<file path="src/rtl/core/qsm3_pkg.sv">
// Shared sizes, types and sequencer states of the median-of-three quicksort engine.
package qsm3_pkg;

    localparam int DEPTH  = 64;
    localparam int DATA_W = 32;
    localparam int IDX_W  = $clog2(DEPTH);
    localparam int CNT_W  = $clog2(DEPTH + 1);
    localparam int STK_W  = 2 * IDX_W;

    typedef logic signed [DATA_W-1:0] elem_t;
    typedef logic [IDX_W-1:0]         idx_t;
    typedef logic [CNT_W-1:0]         cnt_t;

    typedef enum logic [4:0] {
        ST_LOAD,
        ST_INIT,
        ST_RANGE,
        ST_POP,
        ST_P_RD0,
        ST_P_RD1,
        ST_P_RD2,
        ST_P_MED,
        ST_L_ISSUE,
        ST_L_CHK,
        ST_R_ISSUE,
        ST_R_CHK,
        ST_SWAP1,
        ST_SWAP2,
        ST_P_END,
        ST_P_PUSH,
        ST_O_ISSUE,
        ST_O_CAP
    } state_t;

endpackage

</file>
<file path="src/rtl/core/qsm3_ram.sv">
// Generic single-write, single-read synchronous RAM with a registered read.
module qsm3_ram #(
    parameter int WIDTH = 32,
    parameter int DEPTH = 64
) (
    input  logic                     aclk,
    input  logic                     we,
    input  logic [$clog2(DEPTH)-1:0] waddr,
    input  logic [WIDTH-1:0]         wdata,
    input  logic [$clog2(DEPTH)-1:0] raddr,
    output logic [WIDTH-1:0]         rdata
);

    logic [WIDTH-1:0] mem [DEPTH];
    logic [WIDTH-1:0] rdata_reg;

    always_ff @(posedge aclk) begin
        if (we) begin
            mem[waddr] <= wdata;
        end
        rdata_reg <= mem[raddr];
    end

    assign rdata = rdata_reg;

endmodule

</file>
<file path="src/rtl/core/quicksort_median_three_engine_unit.sv">
// Top level of the median-of-three quicksort engine: load, sort and stream out one set.
//
// The block collects signed elements, one per accepted request, into a 64-entry
// element memory; requests beyond that capacity are dropped and every result of
// the set then carries overflow_seen. A request marked last closes the set: the
// block stops taking requests, sorts the stored elements in place with quicksort
// (median-of-three pivot, Hoare partition, explicit range stack in a second
// memory, larger sub-range pushed) and then streams them out smallest first,
// with final_flag on the last one. The sort is bound by the single read port of
// the element memory. Each result is read from that memory and then captured,
// and the next read waits until the result side can take another result.
// As soon as the last result has been captured the block takes requests of the
// next set again, even while that result still waits on the result channel.
module quicksort_median_three_engine_unit (
    input  logic                  aclk,
    input  logic                  aresetn,
    input  logic                  s_valid,
    output logic                  s_ready,
    input  qsm3_pkg::elem_t       s_element_value,
    input  logic                  s_last_element,
    output logic                  m_valid,
    input  logic                  m_ready,
    output qsm3_pkg::elem_t       m_sorted_value,
    output logic                  m_final_flag,
    output logic                  m_overflow_seen
);
    import qsm3_pkg::*;

    // Control state.
    state_t state_reg, state_next;
    cnt_t   count_reg, count_next;
    logic   ovf_reg, ovf_next;
    cnt_t   sp_reg, sp_next;
    idx_t   out_idx_reg, out_idx_next;
    logic   m_valid_reg, m_valid_next;

    // Datapath registers of the sort.
    idx_t   lo_reg, lo_next;
    idx_t   hi_reg, hi_next;
    idx_t   left_reg, left_next;
    idx_t   right_reg, right_next;
    idx_t   b_reg, b_next;
    elem_t  first_reg, first_next;
    elem_t  last_reg, last_next;
    elem_t  pivot_reg, pivot_next;
    elem_t  lval_reg, lval_next;
    elem_t  rval_reg, rval_next;

    // Output payload registers.
    elem_t  out_val_reg, out_val_next;
    logic   out_fin_reg, out_fin_next;
    logic   out_ovf_reg, out_ovf_next;

    // Memory ports.
    logic   el_we;
    idx_t   el_waddr;
    elem_t  el_wdata;
    idx_t   el_raddr;
    logic [DATA_W-1:0] el_rdata_raw;
    elem_t  el_rdata;
    logic   st_we;
    idx_t   st_waddr;
    logic [STK_W-1:0] st_wdata;
    idx_t   st_raddr;
    logic [STK_W-1:0] st_rdata;

    // Shared helper values.
    logic   s_accept;
    logic   room;
    cnt_t   range_size;
    idx_t   mid_idx;
    logic   l_adv;
    logic   r_adv;
    logic   out_final;
    logic   out_go;
    cnt_t   sp_clamp;
    cnt_t   lsize;
    cnt_t   rsize;
    logic   push_left;

    qsm3_ram #(.WIDTH(DATA_W), .DEPTH(DEPTH)) u_elem_ram (
        .aclk  (aclk),
        .we    (el_we),
        .waddr (el_waddr),
        .wdata (el_wdata),
        .raddr (el_raddr),
        .rdata (el_rdata_raw)
    );

    qsm3_ram #(.WIDTH(STK_W), .DEPTH(DEPTH)) u_stack_ram (
        .aclk  (aclk),
        .we    (st_we),
        .waddr (st_waddr),
        .wdata (st_wdata),
        .raddr (st_raddr),
        .rdata (st_rdata)
    );

    assign el_rdata = elem_t'(el_rdata_raw);

    assign s_ready  = (state_reg == ST_LOAD);
    assign s_accept = s_valid && s_ready;
    assign room     = (count_reg < cnt_t'(DEPTH));

    // Middle index of the current range: lo + size / 2.
    assign range_size = {1'b0, hi_reg} - {1'b0, lo_reg} + cnt_t'(1);
    assign mid_idx    = lo_reg + idx_t'(range_size >> 1);

    // Scan steps: keep moving while the element is strictly on the wrong side of the pivot.
    assign l_adv = (left_reg < hi_reg) && (el_rdata < pivot_reg);
    assign r_adv = (right_reg > lo_reg) && (pivot_reg < el_rdata);

    assign out_final = ({1'b0, out_idx_reg} + cnt_t'(1)) == count_reg;
    assign out_go    = !m_valid_reg || m_ready;

    // Range stack push: the pointer saturates at the top entry.
    assign sp_clamp  = (sp_reg >= cnt_t'(DEPTH)) ? cnt_t'(DEPTH - 1) : sp_reg;
    assign lsize     = {1'b0, b_reg} - {1'b0, lo_reg};
    assign rsize     = {1'b0, hi_reg} - {1'b0, b_reg} + cnt_t'(1);
    assign push_left = (lsize > rsize);

    // Next state.
    always_comb begin
        state_next = state_reg;
        unique case (state_reg)
            ST_LOAD: begin
                if (s_accept && s_last_element) begin
                    state_next = ST_INIT;
                end
            end
            ST_INIT:  state_next = ST_RANGE;
            ST_RANGE: begin
                if (hi_reg > lo_reg) begin
                    state_next = ST_P_RD0;
                end else if (sp_reg != '0) begin
                    state_next = ST_POP;
                end else begin
                    state_next = ST_O_ISSUE;
                end
            end
            ST_POP:     state_next = ST_RANGE;
            ST_P_RD0:   state_next = ST_P_RD1;
            ST_P_RD1:   state_next = ST_P_RD2;
            ST_P_RD2:   state_next = ST_P_MED;
            ST_P_MED:   state_next = ST_L_ISSUE;
            ST_L_ISSUE: state_next = ST_L_CHK;
            ST_L_CHK: begin
                if (!l_adv) begin
                    state_next = ST_R_ISSUE;
                end
            end
            ST_R_ISSUE: state_next = ST_R_CHK;
            ST_R_CHK: begin
                if (!r_adv) begin
                    state_next = (left_reg >= right_reg) ? ST_P_END : ST_SWAP1;
                end
            end
            ST_SWAP1:  state_next = ST_SWAP2;
            ST_SWAP2:  state_next = ST_L_ISSUE;
            ST_P_END:  state_next = ST_P_PUSH;
            ST_P_PUSH: state_next = ST_RANGE;
            ST_O_ISSUE: begin
                if (out_go) begin
                    state_next = ST_O_CAP;
                end
            end
            ST_O_CAP: state_next = out_final ? ST_LOAD : ST_O_ISSUE;
            default:  state_next = ST_LOAD;
        endcase
    end

    // Memory controls.
    always_comb begin
        el_we    = 1'b0;
        el_waddr = count_reg[IDX_W-1:0];
        el_wdata = s_element_value;
        el_raddr = out_idx_reg;
        st_we    = 1'b0;
        st_waddr = sp_clamp[IDX_W-1:0];
        st_wdata = push_left ? {lo_reg, b_reg - idx_t'(1)} : {b_reg, hi_reg};
        st_raddr = idx_t'(sp_reg - cnt_t'(1));
        unique case (state_reg)
            ST_LOAD: begin
                el_we = s_accept && room;
            end
            ST_P_RD0:   el_raddr = lo_reg;
            ST_P_RD1:   el_raddr = hi_reg;
            ST_P_RD2:   el_raddr = mid_idx;
            ST_L_ISSUE: el_raddr = left_reg;
            ST_L_CHK:   el_raddr = left_reg + idx_t'(1);
            ST_R_ISSUE: el_raddr = right_reg;
            ST_R_CHK:   el_raddr = right_reg - idx_t'(1);
            ST_SWAP1: begin
                el_we    = 1'b1;
                el_waddr = left_reg;
                el_wdata = rval_reg;
            end
            ST_SWAP2: begin
                el_we    = 1'b1;
                el_waddr = right_reg;
                el_wdata = lval_reg;
            end
            ST_P_PUSH: st_we = 1'b1;
            default: begin
            end
        endcase
    end

    // Register next values.
    always_comb begin
        count_next   = count_reg;
        ovf_next     = ovf_reg;
        sp_next      = sp_reg;
        out_idx_next = out_idx_reg;
        m_valid_next = m_valid_reg && !m_ready;
        lo_next      = lo_reg;
        hi_next      = hi_reg;
        left_next    = left_reg;
        right_next   = right_reg;
        b_next       = b_reg;
        first_next   = first_reg;
        last_next    = last_reg;
        pivot_next   = pivot_reg;
        lval_next    = lval_reg;
        rval_next    = rval_reg;
        out_val_next = out_val_reg;
        out_fin_next = out_fin_reg;
        out_ovf_next = out_ovf_reg;
        unique case (state_reg)
            ST_LOAD: begin
                if (s_accept) begin
                    if (room) begin
                        count_next = count_reg + cnt_t'(1);
                    end else begin
                        ovf_next = 1'b1;
                    end
                end
            end
            ST_INIT: begin
                lo_next      = '0;
                hi_next      = idx_t'(count_reg - cnt_t'(1));
                sp_next      = '0;
                out_idx_next = '0;
            end
            ST_RANGE: begin
                if (!(hi_reg > lo_reg) && (sp_reg != '0)) begin
                    sp_next = sp_reg - cnt_t'(1);
                end
            end
            ST_POP: begin
                lo_next = st_rdata[STK_W-1:IDX_W];
                hi_next = st_rdata[IDX_W-1:0];
            end
            ST_P_RD1: first_next = el_rdata;
            ST_P_RD2: last_next  = el_rdata;
            ST_P_MED: begin
                // Median of first, last and the middle element now on the read port.
                if ((last_reg < first_reg) != (el_rdata < first_reg)) begin
                    pivot_next = first_reg;
                end else if ((first_reg < last_reg) != (el_rdata < last_reg)) begin
                    pivot_next = last_reg;
                end else begin
                    pivot_next = el_rdata;
                end
                left_next  = lo_reg;
                right_next = hi_reg;
            end
            ST_L_CHK: begin
                if (l_adv) begin
                    left_next = left_reg + idx_t'(1);
                end else begin
                    lval_next = el_rdata;
                end
            end
            ST_R_CHK: begin
                if (r_adv) begin
                    right_next = right_reg - idx_t'(1);
                end else begin
                    rval_next = el_rdata;
                end
            end
            ST_SWAP2: begin
                left_next  = left_reg + idx_t'(1);
                right_next = right_reg - idx_t'(1);
            end
            ST_P_END: begin
                // Split point is kept strictly inside the range.
                if (left_reg <= lo_reg) begin
                    b_next = lo_reg + idx_t'(1);
                end else if (left_reg > hi_reg) begin
                    b_next = hi_reg;
                end else begin
                    b_next = left_reg;
                end
            end
            ST_P_PUSH: begin
                sp_next = sp_clamp + cnt_t'(1);
                if (push_left) begin
                    lo_next = b_reg;
                end else begin
                    hi_next = b_reg - idx_t'(1);
                end
            end
            ST_O_CAP: begin
                out_val_next = el_rdata;
                out_fin_next = out_final;
                out_ovf_next = ovf_reg;
                m_valid_next = 1'b1;
                if (out_final) begin
                    count_next   = '0;
                    ovf_next     = 1'b0;
                    out_idx_next = '0;
                end else begin
                    out_idx_next = out_idx_reg + idx_t'(1);
                end
            end
            default: begin
            end
        endcase
    end

    always_ff @(posedge aclk) begin
        if (!aresetn) begin
            state_reg   <= ST_LOAD;
            count_reg   <= '0;
            ovf_reg     <= 1'b0;
            sp_reg      <= '0;
            out_idx_reg <= '0;
            m_valid_reg <= 1'b0;
        end else begin
            state_reg   <= state_next;
            count_reg   <= count_next;
            ovf_reg     <= ovf_next;
            sp_reg      <= sp_next;
            out_idx_reg <= out_idx_next;
            m_valid_reg <= m_valid_next;
        end
    end

    always_ff @(posedge aclk) begin
        lo_reg      <= lo_next;
        hi_reg      <= hi_next;
        left_reg    <= left_next;
        right_reg   <= right_next;
        b_reg       <= b_next;
        first_reg   <= first_next;
        last_reg    <= last_next;
        pivot_reg   <= pivot_next;
        lval_reg    <= lval_next;
        rval_reg    <= rval_next;
        out_val_reg <= out_val_next;
        out_fin_reg <= out_fin_next;
        out_ovf_reg <= out_ovf_next;
    end

    assign m_valid         = m_valid_reg;
    assign m_sorted_value  = out_val_reg;
    assign m_final_flag    = out_fin_reg;
    assign m_overflow_seen = out_ovf_reg;

    // The stored count never passes the memory depth.
    a_count_bound: assert property (@(posedge aclk) disable iff (!aresetn)
        count_reg <= cnt_t'(DEPTH))
        else $error("element count beyond capacity");

    // The range stack pointer stays within the stack memory.
    a_sp_bound: assert property (@(posedge aclk) disable iff (!aresetn)
        sp_reg <= cnt_t'(DEPTH))
        else $error("range stack pointer beyond capacity");

    // A left scan step never runs past the top of its range.
    a_left_bound: assert property (@(posedge aclk) disable iff (!aresetn)
        (state_reg == ST_L_CHK) |-> (left_reg <= hi_reg))
        else $error("left scan index past range");

    // A result becomes valid only right after a capture from the element memory.
    a_valid_src: assert property (@(posedge aclk) disable iff (!aresetn)
        $rose(m_valid_reg) |-> ($past(state_reg) == ST_O_CAP))
        else $error("result valid without capture");

endmodule
</file>
<file path="config.mk">
export PLATFORM = sky130hd
export DESIGN_NAME = quicksort_median_three_engine_unit
export DESIGN_NICKNAME = d
export VERILOG_FILES = /design/src/rtl/core/qsm3_pkg.sv /design/src/rtl/core/qsm3_ram.sv /design/src/rtl/core/quicksort_median_three_engine_unit.sv
export SDC_FILE = /design/constraint.sdc
export NUM_CORES = 2
export LEC_CHECK = 0
export ABC_AREA = 1
export BUFFER_PORTS_ARGS = -buffer_cell sky130_fd_sc_hd__buf_2
export CORE_MARGIN = 2
export CORE_UTILIZATION = 25
export DETAILED_ROUTE_END_ITERATION = 6
export PLACE_DENSITY = 0.48
export SETUP_SLACK_MARGIN = 0.05
export SLEW_MARGIN = 20
export SYNTH_ARGS = -nofsm -noshare
export SYNTH_HDL_FRONTEND = slang
export SYNTH_SLANG_ARGS = --single-unit
</file>
<file path="constraint.sdc">
create_clock -name aclk -period 10.15 [get_ports aclk]
set_clock_uncertainty 0.1 [all_clocks]
set_input_delay 2.03 -clock aclk [delete_from_list [all_inputs] [get_ports aclk]]
set_output_delay 2.03 -clock aclk [all_outputs]
set_load 0.1 [all_outputs]
</file>
=== After elaboration in Yosys (flattened, before gate mapping) ===
Memories as Yosys holds them, arrays and structs flattened. A register that Yosys moved wholly into a read port is not among the register bits.
Index checks and enable logic that the tools add are counted.

* Mux-type cells: 45
* $add $sub $neg: 16
* Eq/ne operators: 33
* $lt $le $gt $ge: 15
* Reduce and logical (&&, ||, !) cells: 32
* Bitwise logic cells: 2

{| class="wikitable"
|+ Operators by type and width
! operator !! number
|-
| less-than comparator 32 bit || 6
|-
| one-hot mux 5 bit (15 select lines) || 1
|-
| one-hot mux 6 bit (3 select lines) || 4
|-
| 2-to-1 mux 32 bit || 2
|-
| one-hot mux 32 bit (2 select lines) || 1
|-
| 2-to-1 mux 6 bit || 7
|-
| one-hot mux 6 bit (7 select lines) || 1
|-
| == test 5 x 4 -> 1 bit (second input constant) || 8
|-
| 2-to-1 mux 5 bit || 7
|-
| 2-to-1 mux 7 bit || 5
|-
| adder 7 x 1 -> 7 bit (second input constant) || 4
|-
| one-hot mux 6 bit (2 select lines) || 2
|-
| one-hot mux 7 bit (3 select lines) || 1
|-
| subtractor 6 x 6 -> 7 bit || 3
|-
| == test 5 x 3 -> 1 bit (second input constant) || 4
|-
| inequality test 2 bit (second input constant) || 10
|-
| adder 6 x 1 -> 6 bit (second input constant) || 3
|-
| > comparator 6 bit || 3
|-
| subtractor 6 x 1 -> 6 bit (second input constant) || 3
|-
| one-hot mux 7 bit (2 select lines) || 1
|-
| AND reduction 2 bit || 7
|-
| 2-to-1 mux 12 bit || 1
|-
| AND reduction 4 bit || 3
|-
| nonzero test 3 bit || 4
|-
| 27 further kinds || 52
|}

* Bits in writable memories: 2816
* Output and inout port bits: 36
* Flip-flop bits (word level): 251
* Memories: 2
* Input port bits: 37

{| class="wikitable"
|+ Memory list
! name !! words !! width !! read ports !! clocked after memory_dff !! write ports !! RTL line !! RTL
|-
| u_elem_ram.mem || 64 || 32 || 1 || 1 || 1 || qsm3_ram.sv:14 || <nowiki>logic [WIDTH-1:0] mem [DEPTH];</nowiki>
|-
| u_stack_ram.mem || 64 || 12 || 1 || 1 || 1 || qsm3_ram.sv:14 ||
|}

=== Depth between registers and ports, before layout ===
* Word-level depth: 6
* Mapped depth: 23
* Gate-level depth less buffers: 22

=== By module ===
Synthesis repeated with hierarchy kept, for this count alone.

* Cells, all modules: 11249
* Area total of the unflattened synthesis: 130681.6 um^2

{| class="wikitable"
|+ By module, submodules not included
! module !! seq. area each (um^2) !! area an instance (um^2) !! cells each !! instances
|-
| qsm3_ram (u_elem_ram) || 62139.6 || 82738.1 || 6769 || 1
|-
| qsm3_ram (u_stack_ram) || 23302.3 || 31675.4 || 2661 || 1
|-
| quicksort_median_three_engine_unit || 7267.0 || 16268.1 || 1819 || 1
|}

=== Worst setup path after synthesis ===
No wires, ideal clock.

* Path type: reg2reg
* Start: register hi_reg[1]
* End: memory u_stack_ram.mem[0][0] (netlist name), data pin
* Clock period less this slack: 6.075 ns
* Setup time: 0.702 ns
* Arrival time: 5.273 ns
* Slack: 4.075 ns
* Stages on the path, launching flop included: 17
* Path through: edfxtp_1 inv_1 ha_1 inv_1 ha_1 inv_1 fa_1 o221ai_1 xnor2_1 ha_1 nand2_1 nor2_1 nand2_1 o211ai_1 nand2_1 clkbuf_1 o21ai_0

* Longest elaborated chain between the ends: 4

{| class="wikitable"
|+ Ends and longest elaborated chain
! what !! RTL line !! RTL
|-
| start, declared || quicksort_median_three_engine_unit.sv:39 || <nowiki>idx_t hi_reg, hi_next;</nowiki>
|-
| start signal, assigned || quicksort_median_three_engine_unit.sv:342 || <nowiki>hi_reg <= hi_next;</nowiki>
|-
| subtractor 6 x 6 -> 7 bit || quicksort_median_three_engine_unit.sv:119 || <nowiki>assign rsize = {1'b0, hi_reg} - {1'b0, b_reg} + cnt_t'(1);</nowiki>
|-
| adder 7 x 1 -> 7 bit || quicksort_median_three_engine_unit.sv:119 ||
|-
| > comparator 7 bit || quicksort_median_three_engine_unit.sv:120 || <nowiki>assign push_left = (lsize > rsize);</nowiki>
|-
| 2-to-1 mux 12 bit || quicksort_median_three_engine_unit.sv:180 || <nowiki>st_wdata = push_left ? {lo_reg, b_reg - idx_t'(1)} : {b_reg, hi_reg};</nowiki>
|-
| via st_wdata[0] || quicksort_median_three_engine_unit.sv:63 || <nowiki>logic [STK_W-1:0] st_wdata;</nowiki>
|-
| end, declared || qsm3_ram.sv:14 ||
|}

The timed path passes the listed nets, and every way through them passes these cells.

=== Final worst setup path ===
* Start: register lo_reg[1]
* End: register u_elem_ram.rdata_reg[9], in the netlist u_elem_ram.rdata[9], read port of u_elem_ram.mem

* Longest elaborated chain between the ends: 4

{| class="wikitable"
|+ Ends and longest elaborated chain
! what !! RTL line !! RTL
|-
| start, declared || quicksort_median_three_engine_unit.sv:38 || <nowiki>idx_t lo_reg, lo_next;</nowiki>
|-
| start signal, assigned || quicksort_median_three_engine_unit.sv:341 || <nowiki>lo_reg <= lo_next;</nowiki>
|-
| subtractor 6 x 6 -> 7 bit || quicksort_median_three_engine_unit.sv:106 || <nowiki>assign range_size = {1'b0, hi_reg} - {1'b0, lo_reg} + cnt_t'(1);</nowiki>
|-
| adder 7 x 1 -> 7 bit || quicksort_median_three_engine_unit.sv:106 ||
|-
| adder 6 bit || quicksort_median_three_engine_unit.sv:107 || <nowiki>assign mid_idx = lo_reg + idx_t'(range_size >> 1);</nowiki>
|-
| one-hot mux 6 bit (7 select lines) * || quicksort_median_three_engine_unit.sv:182 || <nowiki>unique case (state_reg)</nowiki>
|-
| end, declared || qsm3_ram.sv:15 || <nowiki>logic [WIDTH-1:0] rdata_reg;</nowiki>
|}

Mark *: on every way between the ends. The rest lies on a longest branch, timed or not.
A chain may end at the register's enable or synchronous reset.

==> metrics <==
Tot GR Track Use=0.152; Die ar.=between 0.5 and 0.6 mm²; Inst Count DP=18.6k; final std cells w/o fill=19.3k; Detailed Routing Iterations Pass 1=7; DRC=3; reg-to-reg critical path startpoint=lo_reg[1]$_DFFE_PP_; Nets=around 12k; Setup crit start kind=flip-flop; Reg2Reg Depth=21; Largest register FFs=2,048; failing checks=DRC; Hold Vio Cnt, Final=0; TritonCTS clock tree=built; Seq/Total Area, Yosys=0.685; die height=about 740 µm; Post-synth EDFFs=3,040; Worst Setup End Kind=flip-flop; clk sinks=3,111; unrepaired setup endpoints after global routing=no; Most used DFF post-synth=edfxtp_1; Post-Syn Area=around 0.14 mm²; post-synthesis cell count=about 12k; Crit Path Max Fanout=151; VDD IR max=0.162 mV; Fill cells=55.3k; Row Count=270; critical path cell sequence=inv_1 -> ha_1 -> inv_1 -> ha_1 -> inv_1 -> fa_1 -> inv_1 -> fa_1 -> nand3_1 -> nand2_1 -> nor2_1 -> nand3_1 -> nand2_8 -> buf_12 -> buf_12 -> nand3_1 -> nand3_1 -> nand3_1 -> nand3_1 -> nand3_1 -> nand2_1; Slew Limit Fails=0; pre-CTS setup slack=3.17 ns; leakage power=56.2 nW; R2R Path End=u_elem_ram.rdata[9]$_DFF_P_; Initial Util=0.251; WL per Instance=between 20 and 25 µm; CTS buffer count=351; worst hold slack=0.348 ns; slowest cell on the critical path=buf_12; Placed Area=0.145 mm²; Worst-Margin Slew=1.13 ns; Worst-Skew Late Latency=between 0.9 and 1 ns; post-layout power=around 31 mW; register name with the most flops=u_elem_ram.mem; Final setup viols=0; WP data required=10.89 ns; worst hold stages=0; Crit path max-delay family=simple AND/OR/NAND/NOR gates; vias post-DR=90.6k; status=complete, but fails checks; Crit path buffers/inverters=6; FF+latch area=0.0927 mm²; Setup CP Type=flip-flop to flip-flop; max_cap viols=0; vias in the first global route=87.1k; Pwr Density=between 150 and 200 mW/mm²; slew margin rel.=0.246; HPWL after detailed placement=233 mm; total global routing overflow=0; Clock Pin Slew Worst Setup and Hold Paths=0.06 ns; CTS root buffer=clkbuf_16; end-of-flow core utilization=0.289; most used cell, CP=nand3_1; largest net degree at the start of global routing=around 200; io pins=73; CTS resizes=0; critical path arrival=7.81 ns; setup slack, reg-to-reg=slightly above 3 ns; fmax=around 140 MHz; Port-buffer cells=72; antenna violations before repair=22; Post-CTS Hold Fix Bufs=0; htree depth=5; Yosys cell types=between 50 and 60; hold_sp=ovf_reg$_SDFFE_PN0P_; layout cells sized above 1=0.0850; synthesis-to-layout area growth=15.4%; Die X-Extent=around 740 µm; Async SR Flop Fraction=0; biggest regs=u_elem_ram.mem (2048), u_stack_ram.mem (768); final instance area=0.156 mm²; Synth Net Count=between 10k and 15k; minimum clock period=7.07 ns; Hold Path Class=flip-flop to flip-flop; Worst path max stage delay=0.70 ns; first-pass GRT wire length=around 630 mm; average vias per placed instance=4.70; DRT antenna net count=0; CTS max path bufs=4; postcts setup bufs=0; multi-input logic area=between 0.03 and 0.04 mm²; Final period util=0.696; Iter 0 DRT Violations=9,185; #FFs+latches synth=3,111; Syn. warnings=0; Placer Congestion=0.830; setup TNS=0 ns; core area=0.540 mm²; post-synthesis area per instance=about 11 µm²; DRT Wirelength=~430 mm; Final WS setup=3.08 ns; Hold Path Sink=m_overflow_seen$_DFFE_PP_
-- metal layers --
layer	part of all wire	up-vias	track usage	wire [µm]
met5	0.000039	-	0	17
met4	0.033	2	0.0464	14100
met3	0.059	572	0.0205	25400
met2	0.46	2741	0.247	200000
met1	0.45	45600	0.211	193000
li1	-	41700	-	-
-- final cells by class --
class	instances	area share
flip-flops and latches	3111	0.594
multi-input cells	7068	0.238
clock buffers	460	0.0609
well taps	7208	0.0577
inverters	853	0.0207
repair buffers	361	0.0181
clock inverters	188	0.0111
diodes	14	0.000224
-- power breakdown --
| group | leakage [nW] | total [mW] | switching, mW | internal (mW) |
|---|---|---|---|---|
| registers | 27.9 | 14.9 | 0.0998 | 14.8 |
| clock network | 5.51 | 12.6 | 5.29 | 7.32 |
| logic | 22.7 | 3.75 | 2.88 | 0.864 |
| total | 56.2 | 31.2 | 8.27 | 23.0 |
-- cell usage in the layout (no fill, tap or decap), types with 24 or more instances in the layout --
cell,count
ha_1,199
nand4_1,26
o32ai_1,67
buf_2,72
inv_1,839
buf_4,265
a21oi_1,115
xor2_1,30
clkbuf_16,359
nand3b_1,452
o221ai_1,130
clkinv_2,66
nand3_1,2275
buf_12,24
clkbuf_1,86
a22oi_1,28
dfxtp_1,60
nor2_4,65
mux2i_1,126
edfxtp_1,3040
o211ai_1,68
clkinv_1,74
nor2_1,513
bufinv_16,28
nand2_1,2534
o21ai_0,275
-- worst reg2reg max path, delay by kind of cell, from the launching register on --
family	cells	cell delay [ns]
buf+inv	6	2.10
fa+ha+maj	4	1.49
flops	1	0.54
simple gates	11	2.74
-- Yosys cell counts, types with 50 or more instances --
cell type  count  area share
inv_1        842       0.023
nor2_1       579       0.016
a21oi_1      117      0.0043
nand3_1     2287       0.085
nand3b_1     452       0.025
o21ai_0      287       0.011
buf_1         50      0.0014
mux2i_1      126      0.0093
buf_2        429       0.016
edfxtp_1    3040        0.67
dfxtp_1       71       0.010
o211ai_1      68      0.0038
o221ai_1     130      0.0084
nand2_1     2557       0.071
o32ai_1       67      0.0043
clkbuf_1     257      0.0071
ha_1         200       0.018
-- worst max-delay path by stage --
stage | endpoint | start | cells after the start
2_1_floorplan | u_stack_ram.mem[0][0]$_DFFE_PP_ | hi_reg[1]$_DFFE_PP_ | 16
3_3_place_gp | u_elem_ram.rdata[20]$_DFF_P_ | lo_reg[1]$_DFFE_PP_ | 21
3_5_place_dp | u_elem_ram.rdata[20]$_DFF_P_ | lo_reg[1]$_DFFE_PP_ | 21
4_1_cts | u_elem_ram.rdata[7]$_DFF_P_ | lo_reg[1]$_DFFE_PP_ | 22
5_1_grt | u_elem_ram.rdata[9]$_DFF_P_ | lo_reg[1]$_DFFE_PP_ | 21
6_report | u_elem_ram.rdata[9]$_DFF_P_ | lo_reg[1]$_DFFE_PP_ | 21
-- cell families after synthesis --
group                      share of synthesized area
DFF                                            0.685
xor gates and xnor gates                     0.00252
muxes                                        0.00932
and+or+nand+nor                                0.200
adders and majority gates                     0.0194
AOI/OAI and AO/OA                             0.0353
buffers and inverters                         0.0484
No activity file was read; power rests on OpenSTA's default activity.
